--- config.mk ---
export PLATFORM = sky130hd
export DESIGN_NAME = led_blink_sequencer_unit_flat
export DESIGN_NICKNAME = d
export VERILOG_FILES = /design/src/hw/rtl/lbs_pkg.sv /design/src/hw/rtl/lbs_if.sv /design/src/hw/rtl/led_blink_sequencer_unit.sv /design/src/hw/rtl/lbs_led_cell.sv /design/src/flat_wrapper.sv
export VERILOG_INCLUDE_DIRS = /design/src /design/src/hw/rtl
export SDC_FILE = /design/constraint.sdc
export NUM_CORES = 1
export LEC_CHECK = 0
export BUFFER_PORTS_ARGS = -buffer_cell sky130_fd_sc_hd__buf_4
export CAP_MARGIN = 20
export CORE_MARGIN = 2
export CORE_UTILIZATION = 40
export CTS_CLUSTER_SIZE = 14
export DETAILED_ROUTE_END_ITERATION = 16
export PLACE_DENSITY = 0.56
export SKIP_LAST_GASP = 1
export SYNTH_ARGS = -nofsm -noshare
export SYNTH_HDL_FRONTEND = slang
export SYNTH_SLANG_ARGS = --single-unit
--- constraint.sdc ---
create_clock -name clock -period 3.36 [get_ports clock]
set_input_delay 0.336 -clock clock [delete_from_list [all_inputs] [get_ports clock]]
set_output_delay 0.336 -clock clock [all_outputs]
set_load 0.03 [all_outputs]
--- src/hw/rtl/assert_macros.svh ---
// assertion macros for the rtl
`ifndef ASSERT_MACROS_SVH
`define ASSERT_MACROS_SVH

// property checked on every clock edge outside reset
`define LBS_ASSERT(label, prop, msg) \
   label: assert property (@(posedge clock) disable iff (reset) (prop)) else $error(msg);

// consequence checked on the clock after the antecedent
`define LBS_ASSERT_NEXT(label, ante, cons, msg) \
   label: assert property (@(posedge clock) disable iff (reset) (ante) |=> (cons)) \
      else $error(msg);

`endif

--- src/hw/rtl/lbs_pkg.sv ---
// types and constants of the led blink sequencer
package lbs_pkg;

   localparam int NUM_LEDS_DEFAULT = 8;
   localparam int PRESCALE_DEFAULT = 12;

   localparam int LED_LINES_W = 8;
   localparam int PROG_W      = 8;
   localparam int INDEX_W     = 3;
   localparam int PRESCALE_W  = 4;
   localparam int CSR_INDEX_W = 2;
   localparam int CSR_DATA_W  = 8;

   localparam logic [PROG_W-1:0] PROG_ON  = 8'hFF;
   localparam logic [PROG_W-1:0] PROG_OFF = 8'h00;

   localparam logic [CSR_DATA_W-1:0] ENABLE_MASK_RESET = 8'h00;
   localparam logic [CSR_DATA_W-1:0] COUNT_MASK_RESET  = 8'h7F;
   localparam logic [CSR_DATA_W-1:0] END_ON_MASK_RESET = 8'h80;

   localparam logic MODE_TICK  = 1'b0;
   localparam logic MODE_WRITE = 1'b1;

   typedef enum logic [CSR_INDEX_W-1:0] {
      CSR_ENABLE_MASK = 2'd0,
      CSR_COUNT_MASK  = 2'd1,
      CSR_END_ON_MASK = 2'd2
   } lbs_csr_index_type;

   // shared controls handed to every led cell
   typedef struct packed {
      logic              act_tick;
      logic [PROG_W-1:0] count_mask;
      logic [PROG_W-1:0] end_on_mask;
   } lbs_cell_ctrl_type;

endpackage

--- src/hw/rtl/lbs_if.sv ---
// valid/ready channels of the led blink sequencer
interface lbs_req_if;
   import lbs_pkg::*;
   logic                 valid;
   logic                 ready;
   logic                 mode;
   logic [INDEX_W-1:0]   led_index;
   logic [PROG_W-1:0]    program_value;

   modport source (output valid, output mode, output led_index, output program_value,
                   input ready);
   modport sink   (input valid, input mode, input led_index, input program_value,
                   output ready);
endinterface

interface lbs_rsp_if;
   import lbs_pkg::*;
   logic                   valid;
   logic                   ready;
   logic [LED_LINES_W-1:0] led_lines;

   modport source (output valid, output led_lines, input ready);
   modport sink   (input valid, input led_lines, output ready);
endinterface

--- src/hw/rtl/led_blink_sequencer_unit.sv ---
// led blink sequencer: eight led lines driven by ticks and per-led programs
//
// Each req beat is a timer tick (mode 0) or a program write for one led (mode 1); each
// one yields exactly one rsp beat carrying the led line levels after it. One beat is
// taken every clock cycle unless rsp back-pressure stalls it; an accepted beat passes
// through the input register and then the result register, with all leds updated in
// parallel by their own cells in between. Only every PRESCALE-th tick acts on the leds;
// program writes do not count as ticks and leave the lines unchanged. On an acting tick
// an enabled led with program 0xFF lights, with 0x00 goes dark, and with any other
// program blinks: a lit line goes dark, a dark one bumps its counter and lights while
// the count is within the count field, then either latches on (end-on flag set, program
// becomes 0xFF) or stays dark. Writing enable_mask darkens leds that are now disabled.
// The user must write configuration via the csr port only while idle (not enforced).
module led_blink_sequencer_unit
   import lbs_pkg::*;
#(
   parameter int NUM_LEDS = NUM_LEDS_DEFAULT,
   parameter int PRESCALE = PRESCALE_DEFAULT
)(
   input  logic                   clock,
   input  logic                   reset,
   lbs_req_if.sink                req,
   lbs_rsp_if.source              rsp,
   input  logic                   csr_write_enable,
   input  logic [CSR_INDEX_W-1:0] csr_index,
   input  logic [CSR_DATA_W-1:0]  csr_write_data
);

   `include "assert_macros.svh"

   // configuration registers
   logic [CSR_DATA_W-1:0] enable_mask_ff;
   logic [CSR_DATA_W-1:0] count_mask_ff;
   logic [CSR_DATA_W-1:0] end_on_mask_ff;

   // input register
   logic               s1_valid_ff;
   logic               s1_mode_ff;
   logic [INDEX_W-1:0] s1_index_ff;
   logic [PROG_W-1:0]  s1_program_ff;

   // result register
   logic                   rsp_valid_ff, rsp_valid_in;
   logic [LED_LINES_W-1:0] rsp_lines_ff;

   logic [PRESCALE_W-1:0] prescaler_ff, prescaler_in;

   logic                   req_take;
   logic                   step;
   logic                   tick_wrap;
   logic                   enable_write;
   lbs_cell_ctrl_type      cell_ctrl;
   logic [LED_LINES_W-1:0] lines_in;
   logic [LED_LINES_W-1:0] lines_cur;

   // step: the beat in the input register moves into the result register
   assign step     = s1_valid_ff && (!rsp_valid_ff || rsp.ready);
   assign req.ready = !s1_valid_ff || step;
   assign req_take = req.valid && req.ready;

   // tick acts when the prescaler would reach PRESCALE
   assign tick_wrap = ({1'b0, prescaler_ff} + 5'd1) >= 5'(PRESCALE);

   always_comb begin
      prescaler_in = prescaler_ff;
      if (step && s1_mode_ff == MODE_TICK) begin
         prescaler_in = tick_wrap ? '0 : prescaler_ff + 4'd1;
      end
   end

   assign cell_ctrl.act_tick    = step && (s1_mode_ff == MODE_TICK) && tick_wrap;
   assign cell_ctrl.count_mask  = count_mask_ff;
   assign cell_ctrl.end_on_mask = end_on_mask_ff;

   assign enable_write = csr_write_enable && (csr_index == CSR_ENABLE_MASK);

   // one cell per led; lines past NUM_LEDS stay low
   for (genvar i = 0; i < LED_LINES_W; i++) begin : g_led
      if (i < NUM_LEDS) begin : g_cell
         lbs_led_cell u_cell (
            .clock       (clock),
            .reset       (reset),
            .ctrl        (cell_ctrl),
            .enable      (enable_mask_ff[i]),
            .write_sel   (step && (s1_mode_ff == MODE_WRITE) && (s1_index_ff == INDEX_W'(i))),
            .write_value (s1_program_ff),
            .clear_line  (enable_write && !csr_write_data[i]),
            .line_in     (lines_in[i]),
            .line_out    (lines_cur[i])
         );
      end else begin : g_none
         assign lines_in[i]  = 1'b0;
         assign lines_cur[i] = 1'b0;
      end
   end

   // configuration writes; an unused index is dropped
   always_ff @(posedge clock) begin
      if (reset) begin
         enable_mask_ff <= ENABLE_MASK_RESET;
         count_mask_ff  <= COUNT_MASK_RESET;
         end_on_mask_ff <= END_ON_MASK_RESET;
      end else if (csr_write_enable) begin
         case (csr_index)
            CSR_ENABLE_MASK: enable_mask_ff <= csr_write_data;
            CSR_COUNT_MASK:  count_mask_ff  <= csr_write_data;
            CSR_END_ON_MASK: end_on_mask_ff <= csr_write_data;
            default: ;
         endcase
      end
   end

   // input register control and prescaler
   always_ff @(posedge clock) begin
      if (reset) begin
         s1_valid_ff  <= 1'b0;
         prescaler_ff <= '0;
      end else begin
         prescaler_ff <= prescaler_in;
         if (req_take) begin
            s1_valid_ff <= 1'b1;
         end else if (step) begin
            s1_valid_ff <= 1'b0;
         end
      end
   end

   // input payload
   always_ff @(posedge clock) begin
      if (req_take) begin
         s1_mode_ff    <= req.mode;
         s1_index_ff   <= req.led_index;
         s1_program_ff <= req.program_value;
      end
   end

   // result register: holds until the rsp beat is taken
   always_comb begin
      rsp_valid_in = rsp_valid_ff;
      if (step) begin
         rsp_valid_in = 1'b1;
      end else if (rsp.ready) begin
         rsp_valid_in = 1'b0;
      end
   end

   always_ff @(posedge clock) begin
      if (reset) begin
         rsp_valid_ff <= 1'b0;
      end else begin
         rsp_valid_ff <= rsp_valid_in;
      end
   end

   always_ff @(posedge clock) begin
      if (step) begin
         rsp_lines_ff <= lines_in;
      end
   end

   assign rsp.valid     = rsp_valid_ff;
   assign rsp.led_lines = rsp_lines_ff;

   // a disabled led never has a lit line
   `LBS_ASSERT(a_disabled_dark, (lines_cur & ~enable_mask_ff) == '0, "disabled led line lit")
   // prescaler stays within its period
   `LBS_ASSERT(a_prescaler_range, {1'b0, prescaler_ff} < 5'(PRESCALE), "prescaler out of range")
   // a waiting beat with a free result register becomes a result next cycle
   `LBS_ASSERT_NEXT(a_beat_moves, s1_valid_ff && !rsp_valid_ff, rsp_valid_ff, "beat not moved")

endmodule

--- src/hw/rtl/lbs_led_cell.sv ---
// program, blink counter and line level of one led
module lbs_led_cell
   import lbs_pkg::*;
(
   input  logic              clock,
   input  logic              reset,
   input  lbs_cell_ctrl_type ctrl,
   input  logic              enable,
   input  logic              write_sel,
   input  logic [PROG_W-1:0] write_value,
   input  logic              clear_line,
   output logic              line_in,
   output logic              line_out
);

   logic [PROG_W-1:0] program_ff, program_in;
   logic [PROG_W-1:0] counter_ff, counter_in;
   logic              line_ff;
   logic [PROG_W-1:0] counter_inc;

   assign counter_inc = counter_ff + 8'd1;

   always_comb begin
      program_in = program_ff;
      counter_in = counter_ff;
      line_in    = line_ff;
      if (write_sel) begin
         program_in = write_value;
         counter_in = '0;
      end else if (ctrl.act_tick && enable) begin
         if (program_ff == PROG_ON) begin
            line_in = 1'b1;
         end else if (program_ff == PROG_OFF) begin
            line_in = 1'b0;
         end else if (line_ff) begin
            line_in = 1'b0;
         end else begin
            counter_in = counter_inc;
            if (counter_inc <= (program_ff & ctrl.count_mask)) begin
               line_in = 1'b1;
            end else if ((program_ff & ctrl.end_on_mask) != '0) begin
               line_in    = 1'b1;
               program_in = PROG_ON;
            end
         end
      end
      // disabling an led drops its line
      if (clear_line) begin
         line_in = 1'b0;
      end
   end

   always_ff @(posedge clock) begin
      if (reset) begin
         program_ff <= PROG_OFF;
         counter_ff <= '0;
         line_ff    <= 1'b0;
      end else begin
         program_ff <= program_in;
         counter_ff <= counter_in;
         line_ff    <= line_in;
      end
   end

   assign line_out = line_ff;

endmodule
--- src/flat_wrapper.sv ---
// flat-port wrapper written by rule: the top's interface ports become plain ports
module led_blink_sequencer_unit_flat import lbs_pkg::*;
#(
   parameter int NUM_LEDS = NUM_LEDS_DEFAULT,
   parameter int PRESCALE = PRESCALE_DEFAULT
)
  (clock, reset, csr_write_enable, csr_index, csr_write_data, req_valid, req_mode, req_led_index, req_program_value, req_ready, rsp_valid, rsp_led_lines, rsp_ready);
  lbs_req_if req_i ();
  lbs_rsp_if rsp_i ();
  input  logic clock;
  input  logic reset;
  input  logic csr_write_enable;
  input  logic [CSR_INDEX_W-1:0] csr_index;
  input  logic [CSR_DATA_W-1:0] csr_write_data;
  input wire logic [$bits(req_i.valid)-1:0] req_valid;
  input wire logic [$bits(req_i.mode)-1:0] req_mode;
  input wire logic [$bits(req_i.led_index)-1:0] req_led_index;
  input wire logic [$bits(req_i.program_value)-1:0] req_program_value;
  output wire logic [$bits(req_i.ready)-1:0] req_ready;
  output wire logic [$bits(rsp_i.valid)-1:0] rsp_valid;
  output wire logic [$bits(rsp_i.led_lines)-1:0] rsp_led_lines;
  input wire logic [$bits(rsp_i.ready)-1:0] rsp_ready;
  assign req_i.valid = req_valid;
  assign req_i.mode = req_mode;
  assign req_i.led_index = req_led_index;
  assign req_i.program_value = req_program_value;
  assign req_ready = req_i.ready;
  assign rsp_valid = rsp_i.valid;
  assign rsp_led_lines = rsp_i.led_lines;
  assign rsp_i.ready = rsp_ready;
  led_blink_sequencer_unit #(.NUM_LEDS(NUM_LEDS), .PRESCALE(PRESCALE)) u_core (.clock(clock), .reset(reset), .req(req_i), .rsp(rsp_i), .csr_write_enable(csr_write_enable), .csr_index(csr_index), .csr_write_data(csr_write_data));
endmodule
After elaboration in Yosys (flattened, before gate mapping)

Index checks and enable logic that the tools add are counted.

Add/sub/neg operators: 10
Order comparisons: 9
Equal/unequal tests: 49
Mux-type cells: 125
Bitwise logic cells: 41
Reduce and logical (&&, ||, !) cells: 105

Operators with widths:

| operator            | number |
|---|---|
| $mux 8              | 56 |
| $and 8x8->8         | 16 |
| $mux 1              | 68 |
| $add 8x1->8 const B | 8 |
| $eq 8x8->1 const B  | 8 |
| $le 8x8->1          | 8 |
| $logic_not 8->1     | 8 |
| $ne 2x2->1 const B  | 32 |
| $reduce_bool 8->1   | 8 |
| $reduce_and 6->1    | 8 |
| $reduce_bool 2->1   | 18 |
| $reduce_and 4->1    | 8 |
| $logic_and 1x1->1   | 30 |
| $not 1->1           | 25 |
| $reduce_or 2->1     | 8 |
| $eq 3x3->1 const B  | 4 |
| $logic_not 1->1     | 10 |
| $eq 3x2->1 const B  | 2 |
| $reduce_and 2->1    | 3 |
| $add 4x1->5 const B | 1 |
| $ge 5x4->1 const B  | 1 |
| $add 4x1->4 const B | 1 |
| $mux 4              | 1 |
| $eq 3x1->1 const B  | 1 |
| other kinds (5)     | 6 |

Flip-flop bits (word level): 186
Input bits: 27
Output and inout port bits: 10
Word-level logic and storage cells: 373

Logic depth before layout (Yosys ltp)

Depth after elaboration: 10
Depth in mapped cells: 11
Mapped depth without buffers: 11

Modules after synthesis

A second synthesis with hierarchy kept.

Cells, all modules: 1272
Area, all modules: 11229.5 µm²

Modules (own cells, without submodules):

| module                   | instances | cells each | area an instance (µm²) | seq. area each (µm²) |
|---|---|---|---|---|
| lbs_led_cell             | 8         | 136        | 1159.9                 | 340.3 |
| led_blink_sequencer_unit | 1         | 184        | 1950.6                 | 1201.2 |

Least setup slack after synthesis

Ideal clock, no wire load.

Path type: register to register
Start: reg u_core.g_led[6].g_cell.u_cell.counter_ff[0]
End: reg u_core.rsp_lines_ff[6], in the netlist u_core.rsp.led_lines[6], data pin
Library setup time: 0.273 ns
Arrival time: 2.124 ns
Data required time: 3.087 ns
Path slack: 0.963 ns
Cell stages (with the launch flop): 12
Buffers on the path: 0
Period minus slack after synthesis: 2.397 ns
Cells stage by stage: dfxtp_1 > ha_1 > nand3_1 > nor2_1 > xor2_1 > ha_1 > nand4_1 > nor2_1 > nor2_1 > o21ai_0 > a2111oi_0 > nor2_1

Cells in the longest elaborated chain, start to end: 9

RTL lines:

| what                                             | RTL line                        | RTL |
|---|---|---|
| start, declared                                  | lbs_led_cell.sv:17              | `logic [PROG_W-1:0] counter_ff, counter_in;` |
| start signal, assigned                           | lbs_led_cell.sv:60              | `counter_ff <= counter_in;` |
| $add 8x1->8                                      | lbs_led_cell.sv:21              | `assign counter_inc = counter_ff + 8'd1;` |
| via u_core.g_led[6].g_cell.u_cell.counter_inc[6] | lbs_led_cell.sv:19              | `logic [PROG_W-1:0] counter_inc;` |
| $le 8x8->1                                       | lbs_led_cell.sv:39              | `if (counter_inc <= (program_ff & ctrl.count_mask)) begin` |
| $mux 1                                           | lbs_led_cell.sv:39              |  |
| $mux 1                                           | lbs_led_cell.sv:35              | `end else if (line_ff) begin` |
| $mux 1                                           | lbs_led_cell.sv:33              | `end else if (program_ff == PROG_OFF) begin` |
| $mux 1                                           | lbs_led_cell.sv:31              | `if (program_ff == PROG_ON) begin` |
| $mux 1                                           | lbs_led_cell.sv:30              | `end else if (ctrl.act_tick && enable) begin` |
| $mux 1                                           | lbs_led_cell.sv:27              | `if (write_sel) begin` |
| $mux 1                                           | lbs_led_cell.sv:48              | `if (clear_line) begin` |
| via u_core.g_led[6].g_cell.u_cell.line_in        | lbs_led_cell.sv:12              | `output logic line_in,` |
| end signal, assigned                             | led_blink_sequencer_unit.sv:157 | `rsp_lines_ff <= lines_in;` |
| end, declared                                    | led_blink_sequencer_unit.sv:44  | `logic [LED_LINES_W-1:0] rsp_lines_ff;` |

The timed path passes the listed nets, and every way through them passes these cells.
A chain may end at the register's enable or synchronous reset.

Final worst setup path

Start: reg u_core.g_led[6].g_cell.u_cell.counter_ff[2]
End: reg u_core.rsp_lines_ff[6], in the netlist u_core.rsp.led_lines[6], data pin

The elaborated chain is that of the path after synthesis.

==> metrics.yaml <==
floorplan:
  die_area_um2: 26500
  die_x_um: 163
  pin_count: 37
  start_util_pct: 40.5
  row_count: 58
  die_y_um: 163
  core_area_um2: 25000
final_layout:
  final_layout_size_suffix_gt1_share_pct: 14.0
  final_area_um2: 11300
  multiInputGateArea_um2: 5960
  mostFrequentLayoutCells: "nand2_1 (169), dfxtp_1 (166), nor2_1 (129)"
  antennaDiodeCount: 0
  fin_cells: 1493
  syn2layout_area_growth_pct: 12.0
  mostFrequentLayoutCell: "nand2_1"
  seq_area_um2: 3920
  n_fill_cell: 2452
  num-nets-final: 1251
timing:
  maxSlewHeadroom_pct: 44.0
  finalHoldViolCount: 0
  fin_crit_sh_pct: 83.8
  period_minus_slack_ns: 2.81
  worst_pin_slew_ns: 0.836
  setup_tns_ns: 0
  holdWs_ns: 0.0677
  setup_violations: 0
  final.setup_skew_ns: 0.0147
  final-max-slew-violation-count: 0
  rsz0062_at_grt: "no"
  fmax_ghz: 0.355
power_and_ir_drop:
  leakagePower_nw: 4.30
  finalPower_w: 0.00459
  vdd_drop_max_mv: 0.239
  power.internal_w: 0.00336
  p_sw_w: 0.00122
  power_density_nw_per_um2: 405
  pwr-share-comb_pct: 4.7
  p_seq_share_pct: 51.6
  power_frac_clock_pct: 43.7
  swShare_pct: 26.7
routing:
  drc_errors: 0
  routed_wl_um: 27800
  via_per_inst: 5.62
  wl_per_cell_um: 18.6
  drtPass1Iterations: 6
  ant_nets: 0
  vias: 8397
  drt_first_iter_violations: 828
setup_path:
  worstSetupPathType: "reg2reg"
  arrival_ns: 2.97
  cp-end-kind: "flop"
  r2r_slack_ns: 0.55
  required_ns: 3.52
  critPathMaxFanout: 4
  cp-start-kind: "flop"
  r2r_cells: 10
logic_synthesis:
  synth.distinct_cells: 38
  synth-edff-count: 20
  synthesis.nets: 1227
  syn_inst: 1126
  avgSynthCellArea_um2: 8.97
  ys_seq_elements: 186
  async_reset_ff_share_pct: 0
  synth_seq_area_share_pct: 38.9
  synth_flop_cell: "dfxtp_1"
  yosysWarnings: 0
  synth_area_um2: 10100
placement:
  placed_cell_area_um2: 10700
  place_hpwl_um: 18700
  io_buffers: 36
  gp_congestion: 0.796
  place_inst: 1461
global_route:
  grt_pass1_wl_um: 44000
  grt_overflow: 0
  grt_max_degree: 32
  first_global_vias: 7979
  antenna_found_initial: 0
  track_usage_pct: 21.5
cts:
  ctsHoldBuffers: 0
  cts_inserted_buffers: 17
  cts_resized: 0
  cts_sinks: 186
  cts_tree: "yes"
  clk_latency_ns: 0.44
  cts_setup_buffers: 0
  path_clk_slew_ns: 0.08
  clockRootBuffer: "clkbuf_16"
  cts.htree.levels: 4
  cts_buffer_depth: 2
hold_path:
  hp-class: "in2reg"
  whs_path_depth: 1
outcome:
  status: "completed"
run:
  cap_violations: 0
state kept, by name, indices dropped and copies added, names as in the netlist:
| name | count |
|---|---|
| u_core.end_on_mask_ff | 8 |
| u_core.rsp.led_lines | 8 |
| u_core.g_led.g_cell.u_cell.program_ff | 64 |
| u_core.count_mask_ff | 8 |
| u_core.s1_index_ff | 3 |
| u_core.g_led.g_cell.u_cell.line_out | 8 |
| u_core.s1_valid_ff | 1 |
| u_core.enable_mask_ff | 8 |
| u_core.s1_program_ff | 8 |
| u_core.g_led.g_cell.u_cell.counter_ff | 64 |
| u_core.prescaler_ff | 4 |
| u_core.s1_mode_ff | 1 |
| u_core.rsp.valid | 1 |
synth_stat cells, types with 9 or more instances:
| master | n | area (um^2) |
|---|---|---|
| nand3_1 | 44 | 220 |
| o211ai_1 | 9 | 67.6 |
| nand2b_1 | 25 | 156 |
| o221a_2 | 63 | 709 |
| nor2b_1 | 18 | 113 |
| nand2_1 | 169 | 634 |
| clkbuf_1 | 34 | 128 |
| edfxtp_1 | 20 | 601 |
| dfxtp_1 | 166 | 3320 |
| xor2_1 | 72 | 631 |
| nand4_1 | 41 | 257 |
| inv_1 | 9 | 33.8 |
| xnor2_1 | 32 | 280 |
| nor4_1 | 16 | 100 |
| and2_1 | 12 | 75.1 |
| a22oi_1 | 32 | 240 |
| ha_1 | 74 | 926 |
| a21oi_1 | 61 | 305 |
| o21ai_0 | 24 | 120 |
| mux2i_1 | 9 | 90.1 |
| nor2_1 | 129 | 484 |
kinds of logic (layout without fill, tap and decap cells):
logic type	count (synthesis)	in the layout	synth area share [%]
and+or+nand+nor	483	483	23.5
AOI/OAI and AO/OA	215	215	16.4
DFF	186	186	38.9
xor gates and xnor gates	104	104	9.02
adders and majority gates	74	74	9.17
buffers and inverters	55	92	2.21
muxes	9	9	0.892
layout make-up:
| type | instances | area share (%) |
|---|---|---|
| Clock buffer | 18 | 3.79 |
| Sequential cell | 186 | 34.7 |
| Timing Repair Buffer | 50 | 3.54 |
| Clock inverter | 14 | 1.33 |
| Inverter | 10 | 0.332 |
| Tap cell | 330 | 3.65 |
| Multi-Input combinational cell | 885 | 52.7 |
layer usage:
metal	track usage, %	part of all wire, %
met3	4.02	6.2
met5	0	0
met1	29.0	45
met4	8.25	3.1
met2	34.0	45
final timing paths:
check,startpoint,to
setup / recovery,u_core.g_led[6].g_cell.u_cell.counter_ff[2],u_core.rsp.led_lines[6]
hold / removal,req_program_value[1],u_core.s1_program_ff[1]
setup reg to reg,u_core.g_led[6].g_cell.u_cell.counter_ff[2],u_core.rsp.led_lines[6]
hold reg to reg,u_core.enable_mask_ff[3],u_core.enable_mask_ff[3]
per-stage QoR:
step                util [%]  worst slack (ns)
finish                  45.3             0.545
global route            45.3             0.159
CTS                     45.3             0.564
detailed placement      43.0             0.596
global placement        43.0             0.615
floorplan                  -             0.963
power by group through the flow:
stage | Clock, W | Sequential, W | Combinational, W
2_1_floorplan | 0 | 0.00235 | 0.000151
3_3_place_gp | 0 | 0.00242 | 0.000215
3_5_place_dp | 0 | 0.00242 | 0.000217
4_1_cts | 0.00205 | 0.00236 | 0.000217
5_1_grt | 0.00213 | 0.00237 | 0.000237
6_report | 0.00200 | 0.00237 | 0.000215
worst max-delay path: stages (launching register included):
cell,delay (ns)
dfxtp_1,0.41
nand3_1,0.17
nor2_1,0.25
nand3_1,0.14
xnor2_1,0.15
ha_1,0.32
nand2_1,0.05
o21ai_0,0.23
o21ai_0,0.14
a2111oi_0,0.55
nor2_1,0.13
Note: power is estimated with default switching activity, not from simulation.
